File: config.mk
export PLATFORM = sky130hd
export DESIGN_NAME = binary_extended_gcd
export DESIGN_NICKNAME = d
export VERILOG_FILES = /design/src/hdl/bxg_pkg.sv /design/src/hdl/binary_extended_gcd.sv /design/src/hdl/bxg_alu.sv
export SDC_FILE = /design/constraint.sdc
export NUM_CORES = 1
export LEC_CHECK = 0
export BUFFER_PORTS_ARGS = -buffer_cell sky130_fd_sc_hd__clkbuf_2
export CORE_MARGIN = 4
export CORE_UTILIZATION = 45
export CTS_CLUSTER_DIAMETER = 200
export CTS_CLUSTER_SIZE = 8
export DETAILED_ROUTE_END_ITERATION = 10
export GPL_TIMING_DRIVEN = 1
export HOLD_SLACK_MARGIN = 0.05
export PLACE_DENSITY = 0.68
export SYNTH_ARGS = -nofsm -noshare
export SYNTH_HDL_FRONTEND = slang
export SYNTH_SLANG_ARGS = --single-unit
File: constraint.sdc
create_clock -name clock -period 13.5 [get_ports clock]
set_input_delay 1.35 -clock clock [delete_from_list [all_inputs] [get_ports clock]]
set_output_delay 1.35 -clock clock [all_outputs]
set_load 0.05 [all_outputs]
File: src/hdl/bxg_pkg.sv
package bxg_pkg;

   // Field width of every operand and result
   localparam int WIDTH = 31;
   // Working width: one bit for a sum of two terms, one more of headroom
   localparam int IW = WIDTH + 2;
   // Enough bits to count the stripped factors of two (at most WIDTH-1)
   localparam int KW = $clog2(WIDTH);

   typedef struct packed {
      logic [WIDTH-1:0] first_value;
      logic [WIDTH-1:0] second_value;
   } req_type;

   typedef struct packed {
      logic [WIDTH-1:0] coef_a;
      logic [WIDTH-1:0] coef_b;
      logic [WIDTH-1:0] gcd_value;
      logic [WIDTH-1:0] larger_value;
      logic [WIDTH-1:0] smaller_value;
   } rsp_type;

   // One value per lane of the shared unit
   typedef struct packed {
      logic [IW-1:0] a;
      logic [IW-1:0] b;
      logic [IW-1:0] g;
   } opnd_type;

   // Borrow out of each lane on a subtract (x less than y)
   typedef struct packed {
      logic borrow_a;
      logic borrow_b;
      logic borrow_g;
   } flags_type;

   typedef enum logic {
      ALU_ADD,
      ALU_SUB
   } alu_op_type;

   localparam logic [IW-1:0] ONE = IW'(1);

endpackage

File: src/hdl/binary_extended_gcd.sv
// Channel   Ports                         Handshake
// --------  ----------------------------  ---------------------------------
// request   start, busy, req_data         taken when start && !busy
// result    rsp_strobe, rsp_data          one cycle per result, no back-off
//
// One request is captured, the common factors of two are stripped, then
// a data-dependent run of the extended iteration follows (each step
// a single pass through the shared add/subtract unit), then the final
// reduction, the left shift that restores the stripped factors and the
// result. busy stays high from acceptance to the strobe.
// Reset is synchronous and returns the sequencer to idle. The receiver
// cannot stall: the result is presented for exactly one cycle.
module binary_extended_gcd (
   input  logic             clock,
   input  logic             reset,
   input  logic             start,
   output logic             busy,
   input  bxg_pkg::req_type req_data,
   output logic             rsp_strobe,
   output bxg_pkg::rsp_type rsp_data
);

   typedef enum logic [8:0] {
      ST_IDLE    = 9'b000000001,
      ST_STRIP   = 9'b000000010,
      ST_HALVE   = 9'b000000100,
      ST_SWAPCHK = 9'b000001000,
      ST_FIX     = 9'b000010000,
      ST_ADDFIX  = 9'b000100000,
      ST_REDUCE  = 9'b001000000,
      ST_SHIFT   = 9'b010000000,
      ST_DONE    = 9'b100000000
   } state_type;

   state_type state_ff, state_in;

   logic [bxg_pkg::WIDTH-1:0] big_ff, big_in;
   logic [bxg_pkg::WIDTH-1:0] small_ff, small_in;
   logic [bxg_pkg::KW-1:0]    k_ff, k_in;

   // Working triple (a, b, g) and its partner (ta, tb, tg)
   bxg_pkg::opnd_type cur_ff, cur_in;
   bxg_pkg::opnd_type tmp_ff, tmp_in;

   // Shared add/subtract unit
   bxg_pkg::alu_op_type alu_op;
   bxg_pkg::opnd_type   alu_x;
   bxg_pkg::opnd_type   alu_y;
   bxg_pkg::opnd_type   alu_res;
   bxg_pkg::flags_type  alu_flags;

   logic [bxg_pkg::IW-1:0] big_ext;
   logic [bxg_pkg::IW-1:0] small_ext;
   logic [bxg_pkg::IW-1:0] next_g;

   assign big_ext   = bxg_pkg::IW'(big_ff);
   assign small_ext = bxg_pkg::IW'(small_ff);

   bxg_alu u_alu (
      .op    (alu_op),
      .x     (alu_x),
      .y     (alu_y),
      .res   (alu_res),
      .flags (alu_flags)
   );

   // Operand steering: the working triple is the left operand, except
   // while stripping, where the unit forms big - 1 for the partner seed.
   always_comb begin
      alu_op = bxg_pkg::ALU_SUB;
      alu_x  = cur_ff;
      alu_y  = tmp_ff;
      case (state_ff)
         ST_STRIP: begin
            alu_x.b = big_ext;
            alu_y.b = bxg_pkg::ONE;
         end
         ST_HALVE, ST_ADDFIX: begin
            alu_op  = bxg_pkg::ALU_ADD;
            alu_y.a = small_ext;
            alu_y.b = big_ext;
            alu_y.g = '0;
         end
         ST_REDUCE: begin
            alu_y.a = small_ext;
            alu_y.b = big_ext;
            alu_y.g = '0;
         end
         default: begin
            alu_op = bxg_pkg::ALU_SUB;
         end
      endcase
   end

   // g after a possible swap decides whether the inner loop goes round again
   assign next_g = (!tmp_ff.g[0] || alu_flags.borrow_g) ? tmp_ff.g : cur_ff.g;

   always_comb begin
      state_in = state_ff;
      big_in   = big_ff;
      small_in = small_ff;
      k_in     = k_ff;
      cur_in   = cur_ff;
      tmp_in   = tmp_ff;
      case (state_ff)
         ST_IDLE: begin
            if (start) begin
               // order the pair so that the first is not smaller
               if (req_data.first_value < req_data.second_value) begin
                  big_in   = req_data.second_value;
                  small_in = req_data.first_value;
               end else begin
                  big_in   = req_data.first_value;
                  small_in = req_data.second_value;
               end
               k_in     = '0;
               state_in = ST_STRIP;
            end
         end
         ST_STRIP: begin
            if (small_ff == '0) begin
               // zero smaller operand: no iteration, gcd is the larger one
               cur_in.a = bxg_pkg::ONE;
               cur_in.b = '0;
               cur_in.g = big_ext;
               state_in = ST_SHIFT;
            end else if (!big_ff[0] && !small_ff[0]) begin
               big_in   = big_ff >> 1;
               small_in = small_ff >> 1;
               k_in     = k_ff + bxg_pkg::KW'(1);
            end else begin
               cur_in.a = bxg_pkg::ONE;
               cur_in.b = '0;
               cur_in.g = big_ext;
               tmp_in.a = small_ext;
               tmp_in.b = alu_res.b;
               tmp_in.g = small_ext;
               state_in = ST_HALVE;
            end
         end
         ST_HALVE: begin
            // halve an even g, first making a and b even if needed
            if (!cur_ff.g[0]) begin
               if (cur_ff.a[0] || cur_ff.b[0]) begin
                  cur_in.a = alu_res.a >> 1;
                  cur_in.b = alu_res.b >> 1;
               end else begin
                  cur_in.a = cur_ff.a >> 1;
                  cur_in.b = cur_ff.b >> 1;
               end
               cur_in.g = cur_ff.g >> 1;
            end
            state_in = ST_SWAPCHK;
         end
         ST_SWAPCHK: begin
            // swap when tg is even or g has fallen below tg
            if (!tmp_ff.g[0] || alu_flags.borrow_g) begin
               cur_in = tmp_ff;
               tmp_in = cur_ff;
            end
            state_in = next_g[0] ? ST_FIX : ST_HALVE;
         end
         ST_FIX: begin
            if (alu_flags.borrow_a || alu_flags.borrow_b) begin
               state_in = ST_ADDFIX;
            end else begin
               cur_in   = alu_res;
               state_in = (tmp_ff.g != '0) ? ST_HALVE : ST_REDUCE;
            end
         end
         ST_ADDFIX: begin
            cur_in.a = alu_res.a;
            cur_in.b = alu_res.b;
            state_in = ST_FIX;
         end
         ST_REDUCE: begin
            if (!alu_flags.borrow_a && !alu_flags.borrow_b) begin
               cur_in.a = alu_res.a;
               cur_in.b = alu_res.b;
            end else begin
               state_in = ST_SHIFT;
            end
         end
         ST_SHIFT: begin
            // restore the stripped factors of two, one per cycle
            if (k_ff != '0) begin
               cur_in.a = cur_ff.a << 1;
               cur_in.b = cur_ff.b << 1;
               cur_in.g = cur_ff.g << 1;
               k_in     = k_ff - bxg_pkg::KW'(1);
            end else begin
               state_in = ST_DONE;
            end
         end
         ST_DONE: begin
            state_in = ST_IDLE;
         end
         default: begin
            state_in = ST_IDLE;
         end
      endcase
   end

   always_ff @(posedge clock) begin
      if (reset) begin
         state_ff <= ST_IDLE;
      end else begin
         state_ff <= state_in;
      end
      big_ff   <= big_in;
      small_ff <= small_in;
      k_ff     <= k_in;
      cur_ff   <= cur_in;
      tmp_ff   <= tmp_in;
   end

   assign busy       = (state_ff != ST_IDLE);
   assign rsp_strobe = (state_ff == ST_DONE);

   always_comb begin
      rsp_data.coef_a        = cur_ff.a[bxg_pkg::WIDTH-1:0];
      rsp_data.coef_b        = cur_ff.b[bxg_pkg::WIDTH-1:0];
      rsp_data.gcd_value     = cur_ff.g[bxg_pkg::WIDTH-1:0];
      rsp_data.larger_value  = big_ff;
      rsp_data.smaller_value = small_ff;
   end

endmodule

File: src/hdl/bxg_alu.sv
module bxg_alu (
   input  bxg_pkg::alu_op_type op,
   input  bxg_pkg::opnd_type   x,
   input  bxg_pkg::opnd_type   y,
   output bxg_pkg::opnd_type   res,
   output bxg_pkg::flags_type  flags
);

   logic [bxg_pkg::IW:0] diff_a;
   logic [bxg_pkg::IW:0] diff_b;
   logic [bxg_pkg::IW:0] diff_g;

   // Subtract with one guard bit so the top bit is the borrow
   assign diff_a = {1'b0, x.a} - {1'b0, y.a};
   assign diff_b = {1'b0, x.b} - {1'b0, y.b};
   assign diff_g = {1'b0, x.g} - {1'b0, y.g};

   always_comb begin
      flags.borrow_a = diff_a[bxg_pkg::IW];
      flags.borrow_b = diff_b[bxg_pkg::IW];
      flags.borrow_g = diff_g[bxg_pkg::IW];
      case (op)
         bxg_pkg::ALU_ADD: begin
            res.a = x.a + y.a;
            res.b = x.b + y.b;
            res.g = x.g + y.g;
         end
         bxg_pkg::ALU_SUB: begin
            res.a = diff_a[bxg_pkg::IW-1:0];
            res.b = diff_b[bxg_pkg::IW-1:0];
            res.g = diff_g[bxg_pkg::IW-1:0];
         end
         default: begin
            res = x;
         end
      endcase
   end

endmodule
=== Word-level counts from Yosys, hierarchy flattened ===
Cells that the tools add are included.
Widths: inputs -> output; s select.

* Bits in registers: 274
* Input port bits: 65
* Output and inout bits: 157
* Word-level logic and storage cells: 114

* Add/sub/neg operators: 8
* Order comparisons: 1
* Eq/ne operators: 22
* Muxes and demuxes: 45
* Reduce and logical (&&, ||, !) cells: 27

{| class="wikitable"
|+ Operators with widths
! kind !! number
|-
| $mux 99 || 9
|-
| $pmux 66 s7 || 1
|-
| $pmux 99 s2 || 2
|-
| $mux 31 || 8
|-
| $pmux 33 s5 || 1
|-
| $pmux 31 s2 || 2
|-
| $sub 33x33->34 || 3
|-
| $add 33x33->33 || 3
|-
| $mux 33 || 3
|-
| $pmux 9 s8 || 1
|-
| $mux 66 || 1
|-
| $pmux 33 s2 || 1
|-
| $mux 65 || 1
|-
| $mux 9 || 5
|-
| $reduce_bool 33->1 || 1
|-
| $logic_not 31->1 || 1
|-
| $lt 31x31->1 || 1
|-
| $mux 5 || 5
|-
| $ne 2x2->1 const B || 11
|-
| $pmux 5 s3 || 1
|-
| $mux 7 || 2
|-
| $reduce_and 4->1 || 3
|-
| $reduce_and 5->1 || 2
|-
| $reduce_bool 5->1 || 2
|-
| 24 further kinds || 33
|}

=== Logic depth before layout (Yosys ltp) ===
Gate-level depths: netlist of run 1.

* Depth after elaboration: 8
* Depth in mapped cells: 24
* Gate-level depth less buffers: 22

=== Modules after synthesis ===
A second synthesis of run 1 with hierarchy kept.

* Cell total of the unflattened synthesis: 3636
* Area total of the unflattened synthesis: 28607.4 µm²

{| class="wikitable"
|+ Modules (own cells, without submodules)
! module !! times used !! cells each !! area an instance (µm²) !! seq. area each (µm²)
|-
| binary_extended_gcd || 1 || 1948 || 17692.0 || 8137.8
|-
| bxg_alu || 1 || 1688 || 10915.5 || 0.0
|}

=== Least setup slack after synthesis of run 1 ===
No wires, ideal clock.

* Kind: reg-to-reg
* Start: register state_ff[2]
* End: register tmp_ff[0] (netlist bit) (enable)
* Setup time: 584 ps
* Arrival time: 8694 ps
* Data required time: 12916 ps
* Slack: 4222 ps
* Cell stages (with the launch flop): 22
* Buffers on the path: 4
* Period minus slack after synthesis: 9278 ps
* Path through: dfxtp_1 clkbuf_1 xor2_1 nand3_1 nor2_1 clkbuf_1 nor2_1 clkbuf_1 buf_1 nand2_1 ha_1 nor2b_1 o31a_1 o211ai_2 a31oi_2 a31o_1 a221o_1 a31oi_1 o31ai_1 nand2_1 nand2_1 a21boi_1

* Word-level cells in the longest chain between the ends: 7
* Elaborated cells on any way between the ends: 14
* Classes of those cells: add/sub: 1; eq/ne: 8; mux: 1; reduce/logical: 4

{| class="wikitable"
|+ RTL lines
! item !! RTL line !! RTL
|-
| start: declaration || binary_extended_gcd.sv:35 || <nowiki>state_type state_ff, state_in;</nowiki>
|-
| start signal: assignment || binary_extended_gcd.sv:208 || <nowiki>state_ff <= state_in;</nowiki>
|-
| $eq 9x7->1, or another cell as far along || binary_extended_gcd.sv:73 || <nowiki>case (state_ff)</nowiki>
|-
| $reduce_or 3->1 (no line) || - ||
|-
| $mux 33 || binary_extended_gcd.sv:73 ||
|-
| $sub 33x33->34 || bxg_alu.sv:16 || <nowiki>assign diff_g = {1'b0, x.g} - {1'b0, y.g};</nowiki>
|-
| $logic_or 1x1->1 || binary_extended_gcd.sv:157 || <nowiki>if (!tmp_ff.g[0] || alu_flags.borrow_g) begin</nowiki>
|-
| $ne 2x2->1 (no line) || - ||
|-
| $reduce_and 4->1 (no line) (*) || - ||
|-
| end signal: assignment || binary_extended_gcd.sv:214 || <nowiki>tmp_ff <= tmp_in;</nowiki>
|-
| end: declaration || binary_extended_gcd.sv:43 || <nowiki>bxg_pkg::opnd_type tmp_ff, tmp_in;</nowiki>
|}

Every way passes the cells marked *; elsewhere a longest branch is shown, timed or not.
A chain may end at the register's enable or synchronous reset.

=== Final worst setup path of run 1 ===
* Start: register state_ff[4]
* End: register cur_ff (netlist bit rsp_data[153]) (enable)

* Word-level cells in the longest chain between the ends: 8
* Elaborated cells on any way between the ends: 28
* Classes of those cells: add/sub: 3; eq/ne: 13; mux: 4; reduce/logical: 8

{| class="wikitable"
|+ RTL lines
! item !! RTL line !! RTL
|-
| $eq 9x7->1, or another cell as far along || binary_extended_gcd.sv:73, binary_extended_gcd.sv:105 ||
|-
| $reduce_or 3->1 (no line) || - ||
|-
| $pmux 33 s2 or $mux 33 (tied branches) || binary_extended_gcd.sv:73 ||
|-
| $sub 33x33->34, on equally long branches || bxg_alu.sv:15, bxg_alu.sv:14 ||
|-
| $logic_not 1->1 || binary_extended_gcd.sv:177 || <nowiki>if (!alu_flags.borrow_a && !alu_flags.borrow_b) begin</nowiki>
|-
| $logic_and 1x1->1 || binary_extended_gcd.sv:177 ||
|-
| $ne 2x2->1 (no line) || - ||
|-
| $reduce_and 7->1 (no line) (*) || - ||
|-
| end signal: assignment || binary_extended_gcd.sv:213 || <nowiki>cur_ff <= cur_in;</nowiki>
|-
| end: declaration || binary_extended_gcd.sv:42 || <nowiki>bxg_pkg::opnd_type cur_ff, cur_in;</nowiki>
|}

Marked as above.

==> metrics.csv, run 1 <==
metric;value;unit
tightest_slew;1240;ps
antenna_found_initial;2;
rsz0062_at_grt;no;
wl;98.7;mm
vias;26000;
start_kind;flop;
cts_sinks;274;
die_w;251;um
fin_skew;21.0;ps
first_pass_iters;8;
synth.distinct_cells;100;
hold_viol;0;
setup_viol_count_final;0;
period_share;0.560;
synth-main-ff-cell;edfxtp_1;
top_level_ports;222;
syn_inst;3319;
syn_area_per_cell;8.03;um2
p_int;2280;uW
seqPwrFrac;0.333;
tns;0;ps
drc;0;
clock_path_buffers;3;
synth_area;0.0267;mm2
final_area;0.0288;mm2
dieHeight;251;um
nNetsFinal;3637;
cts-resized-gates;0;
max_freq;0.132;GHz
min_path_type;reg -> reg;
clk_pin_slew;60;ps
ir_worst_vdd;0.119;mV
p_clk_frac;0.229;
switching_power;1960;uW
slowest_stage;nor2_4;
layout_commonest_cell;nand2_1;
placed_cell_area;0.0276;mm2
crit_fanout;67;
grt_pass1_wl;147;mm
cts_buffers;40;
syn_to_final_growth;7.92;%
place.gp.congestion;0.978;
antenna_left;0;
hpwl;70.5;mm
power_density;147;mW/mm2
path_common_cell;nand2_1;
drive_above_1_share;0.112;
critPathTopFamily;simple AND/OR/NAND/NOR gates;
drt_iter0_markers;3104;
io_buffers;221;
arrival;7750;ps
cts-htree-levels;2;
maxSlewViolCount;0;
cp_data_required_time;13690;ps
post-route-min-period;7560;ps
status;completed;
synth-edff-count;265;
routedWlPerCell;23.9;um
rows;88;
synth.ff_latch_count;274;
layout_common_cells;nand2_1 (629), nor2_1 (275), edfxtp_1 (265), a21oi_1 (254), ha_1 (234);
clockRootBuffer;clkbuf_16;
core_area;0.0581;mm2
crit_path_cell_trace;nor4_1, nor2b_1, nand2_1, nor3b_2, buf_4, nand2_1, nand2_1, ha_1, nor2_1, o211ai_1, a21oi_1, a211oi_2, a21oi_2, a41oi_1, o21ai_1, o221ai_1, nand2_1, o2111ai_2, nor2_4, buf_4;
start_util;0.459;
postCtsHoldBufs;0;
cts_setup_buffers;0;
worst_setup_path_end_kind;flop;
placed_cells;4054;
gr-total-overflow;0;
clock_latency;580;ps
p_sw_frac;0.463;
instances_no_fill;4123;
cellLeakagePower;0.0124;uW
cpPeakStageDelay;920;ps
yosysWarnings;0;
grt_pass1_vias;24300;
critPathKind;reg -> reg;
track_usage;0.295;
p_comb_frac;0.438;
maxCapViolCount;0;
syn_nets;3625;
fp.dieArea;0.0632;mm2
via_per_inst;6.31;
ys_seq_area_frac;0.305;
grt_max_degree;74;
critPathBufInv;2;
slew_headroom;0.172;
tritoncts;built;
async_reset_ff_frac;0;
[logic make-up (layout without fill, tap and decap cells)]
logic type / Yosys count / count (layout) / share of synthesized area
other: 0 / 2 / 0
multiplexers: 84 / 84 / 0.0316
AO/OA/AOI/OAI: 926 / 926 / 0.238
buffers and inverters: 504 / 541 / 0.0863
adder cells (fa/ha/maj): 241 / 241 / 0.115
flip-flops: 274 / 274 / 0.305
XOR/XNOR: 96 / 96 / 0.0324
AND/OR/NAND/NOR: 1194 / 1194 / 0.192
[area by class of cell]
| type | count | area [um2] |
|---|---|---|
| Multi-Input combinational cell | 2541 | 16300 |
| Tap cell | 765 | 957 |
| Antenna cell | 2 | 5.00 |
| Timing Repair Buffer | 260 | 1400 |
| Inverter | 214 | 805 |
| Fill cell | 5740 | 29400 |
| Clock buffer | 64 | 1110 |
| Sequential cell | 274 | 8140 |
| Clock inverter | 3 | 26.3 |
[stage by stage]
step	total power [uW]	hold WS [ps]	worst slack, ps	util
after floorplan	2660	535	4220	-
after global placement	3220	581	6260	0.475
after detailed placement	3220	570	6200	0.475
after CTS	4200	598	6140	0.495
after global routing	4420	623	5650	0.495
final	4240	599	5940	0.495
[power groups by stage]
stage	sequential, uW	clock [uW]	combinational, uW
finish	1410	970	1850
floorplan	1510	0	1150
global route	1410	1010	2000
CTS	1390	980	1820
global placement	1410	0	1800
detailed placement	1410	0	1810
[final timing paths]
kind	from	endpoint	slack [ps]	cells after the start
worst max-delay path	state_ff[4]	rsp_data[153]	5940	20
worst min-delay path	tmp_ff[41]	rsp_data[101]	600	2
worst max register to register	state_ff[4]	rsp_data[153]	5940	20
worst min register to register	tmp_ff[41]	rsp_data[101]	600	2
[sequential cells by signal, indices dropped and copies added (netlist names)]
signal and count:
cur_ff 2, alu_x 4, tmp_ff 99, rsp_data 93, state_ff 9, k_ff 5
big_ff 31, small_ff 31
[worst reg2reg max path: stages (launching register included)]
cell	delay, ps
dfxtp_1	380
nor4_1	570
nor2b_1	480
nand2_1	170
nor3b_2	170
buf_4	650
nand2_1	170
nand2_1	130
ha_1	320
nor2_1	220
o211ai_1	150
a21oi_1	300
a211oi_2	160
a21oi_2	340
a41oi_1	250
o21ai_1	310
o221ai_1	280
nand2_1	190
o2111ai_2	230
nor2_4	930
buf_4	740
[Yosys cell counts, types with 12 or more instances]
cell | count | area, um2
a211oi_1 | 19 | 143
a21o_1 | 61 | 458
a21oi_1 | 254 | 1270
a221oi_1 | 17 | 149
a222oi_1 | 61 | 611
a22o_1 | 18 | 158
a22oi_1 | 15 | 113
a31oi_1 | 35 | 219
and3_1 | 15 | 93.8
buf_1 | 26 | 97.6
buf_2 | 42 | 210
buf_4 | 93 | 698
clkbuf_1 | 127 | 477
edfxtp_1 | 265 | 7960
ha_1 | 234 | 2930
inv_1 | 205 | 769
mux2i_1 | 83 | 831
nand2_1 | 630 | 2360
nand2b_1 | 14 | 87.6
nand3_1 | 71 | 355
nand4_1 | 17 | 106
nor2_1 | 281 | 1050
nor2b_1 | 23 | 144
nor3_1 | 46 | 230
nor4_1 | 35 | 219
o211ai_1 | 41 | 308
o21a_1 | 19 | 143
o21ai_0 | 136 | 681
o21ai_1 | 62 | 310
o21bai_1 | 26 | 195
o221ai_1 | 12 | 105
o31ai_1 | 33 | 248
or3_1 | 16 | 100
xnor2_1 | 72 | 631
xor2_1 | 21 | 184
[per-layer routing]
metal,wire length (um),GRT usage
met1,40100,0.407
met2,43500,0.463
met3,11700,0.0611
met4,3380,0.0991
met5,0,0
No activity file was read; power rests on OpenSTA's default activity.
==> run 2, diff against run 1 <==
- ABC_AREA: unset -> 1
- PLACE_DENSITY: 0.68 -> 0.7
- clock period: 13.5 -> 6.2 ns (I/O delays scaled with it)
==> run 2 against run 1 <==
Net effect: sequential cell count unchanged; worst hold slack worse by 230 ps; routed wire length up 42%; via count up 37%; worst setup slack worse by 4800 ps; non-clock buffer count up 11; clock skew up 17 ps; power rose to 2.7 times the previous value; largest power group unchanged; highest routed layer is now met5.
==> metrics.csv, run 2 <==
metric;value;unit;change
cellLeakagePower;0.0182;uW;+46%
yosysMostFrequentCell;nand2_1;;
cpPeakStageDelay;480;ps;-440 ps
cts-resized-gates;0;;unchanged
fillers;7692;;+34%
clk_pin_slew;50;ps;about the same
instances_no_fill;6266;;+52%
status;completed;;
ir_worst_vdd;0.228;mV;+91%
clockRootBuffer;clkbuf_16;;
async_reset_ff_frac;0;;unchanged
synthTopCellsByCount;nand2_1 (1619), inv_1 (927), nor2_1 (419), nand3_1 (404), a21oi_1 (328);;
dieHeight;277;um;+10%
slew_headroom;0.279;;+0.107
fin_skew;37.6;ps;+16.6 ps
ys_top_cells_by_area;edfxtp_1 (24%), nand2_1 (19%), inv_1 (11%), ha_1 (9.0%), nand3_1 (6.2%);;
rsz0062_at_grt;no;;
wl;140;mm;+42%
synth_top_area_frac;0.244;;-0.0541
placed_cells;6211;;+53%
regMostFlops;tmp_ff;;
syn_inst;5272;;+59%
multi_input_area;0.0194;mm2;+19%
nNetsFinal;5609;;+54%
grt_max_degree;109;;+47%
start_util;0.455;;-0.00382
clock_path_buffers;3;;unchanged
tightest_slew;1080;ps;-157 ps
register_area;0.00814;mm2;unchanged
io_buffers;221;;unchanged
postCtsHoldBufs;0;;unchanged
tritoncts;built;;
grt_pass1_vias;33300;;+37%
cts_buffers;40;;unchanged
hold_viol;0;;unchanged
vias;35600;;+37%
arrival;5260;ps;-2490 ps
cts_sinks;274;;unchanged
min_path_type;in -> reg;;
critPathKind;reg -> reg;;
syn_nets;5578;;+54%
cp_data_required_time;6390;ps;-7300 ps
path_common_cell;nand2_1;;
routedWlPerCell;22.4;um;-6.4%
layout_commonest_cell;nand2_1;;
first_pass_iters;6;;-2
start_kind;flop;;
largest_register_ffs;99;;unchanged
hpwl;112;mm;+59%
antenna_found_initial;3;;+1
ys_seq_area_frac;0.250;;-0.0553
syn_area_per_cell;6.18;um2;-23%
crit_fanout;46;;-31%
drc;0;;unchanged
syn_to_final_growth;7.06;%;
clock_latency;580;ps;about the same
slowest_stage;inv_2;;
power_density;329;mW/mm2;+120%
synth.distinct_cells;60;;-40%
drt_iter0_markers;4320;;+39%
synth.ff_latch_count;274;;unchanged
grt_pass1_wl;207;mm;+41%
holdWs;369;ps;-230 ps
maxSlewViolCount;0;;unchanged
cts-htree-levels;2;;unchanged
gr-total-overflow;0;;unchanged
post-route-min-period;5070;ps;-2490 ps
antenna_left;0;;unchanged
die_w;277;um;+10%
fp.dieArea;0.0768;mm2;+21%
rows;98;;+11%
top_level_ports;222;;unchanged
maxCapViolCount;0;;unchanged
worst_setup_path_end_kind;flop;;
synth_area;0.0326;mm2;+22%
drive_above_1_share;0.0777;;-0.0346
yosysWarnings;0;;unchanged
max_freq;0.197;GHz;+49%
setup_viol_count_final;0;;unchanged
tns;0;ps;unchanged
layout_common_cells;nand2_1 (1616), inv_1 (926), nor2_1 (417), nand3_1 (403), a21oi_1 (324);;
via_per_inst;5.68;;-10%
core_area;0.0716;mm2;+23%
track_usage;0.349;;+0.0546
synth_top_area_cell;edfxtp_1;;
cts_setup_buffers;0;;unchanged
place.gp.congestion;1.05;;+7.1%
synth-main-ff-cell;edfxtp_1;;
power;11500;uW;+170%
period_share;0.818;;+0.258
synth-edff-count;265;;unchanged
==> run 2: kinds of logic (layout without fill, tap and decap cells) <==
logic type	after synthesis	after routing	synth area share
other	0	3	0
AO/OA/AOI/OAI	882	882	0.156
multiplexers	1	1	0.000307
buffers and inverters	1220	1261	0.158
adder cells (fa/ha/maj)	241	241	0.0942
flip-flops	274	274	0.250
XOR/XNOR	37	37	0.0102
AND/OR/NAND/NOR	2617	2617	0.332
==> run 2: critical path, delay by kind of cell, from the launching register on <==
family,cells,cell delay (ps)
and+or+nand+nor,18,2280
buffers and inverters,6,1500
adders and majority gates,1,450
DFF,1,340
AOI/OAI and AO/OA,1,90
==> run 2: final cells by class <==
| type | count | share of cell area |
|---|---|---|
| multi-input cells | 3778 | 0.555 |
| flip-flops and latches | 274 | 0.233 |
| inverters | 938 | 0.101 |
| repair buffers | 271 | 0.0443 |
| well taps | 950 | 0.0341 |
| clock buffers | 50 | 0.0310 |
| clock inverters | 2 | 0.000718 |
| diodes | 3 | 0.000215 |
==> run 2: worst paths after layout <==
path	slack, ps	end	cells past startpoint	from
max reg2reg	1130	rsp_data[72]	26	state_ff[0]
max	1130	rsp_data[72]	26	state_ff[0]
min	370	state_ff[2]	2	reset
min reg2reg	580	tmp_ff[65]	2	cur_ff[65]
==> run 2: per-stage QoR <==
| stage | cell area, um2 | worst slack, ps | utilization |
|---|---|---|---|
| after floorplan | 32600 | 221 | - |
| after global placement | 33800 | 1220 | 0.471 |
| after detailed placement | 33800 | 1180 | 0.471 |
| after CTS | 34900 | 1160 | 0.487 |
| after global routing | 34900 | 703 | 0.487 |
| final | 34900 | 1130 | 0.487 |
==> run 2: metal layers <==
metal,up-vias,share of wire,routed length [um],GRT usage
met1,16500,0.42,58500,0.478
met5,-,0.00029,40,0
met3,307,0.10,14000,0.0553
met2,1902,0.44,61400,0.556
li1,16900,-,-,-
met4,6,0.045,6370,0.136
==> run 2: report_power, final <==
group	switching [uW]	internal [uW]	total (uW)
sequential	615	2600	3220
clock	856	1210	2060
combinational	4610	1600	6210
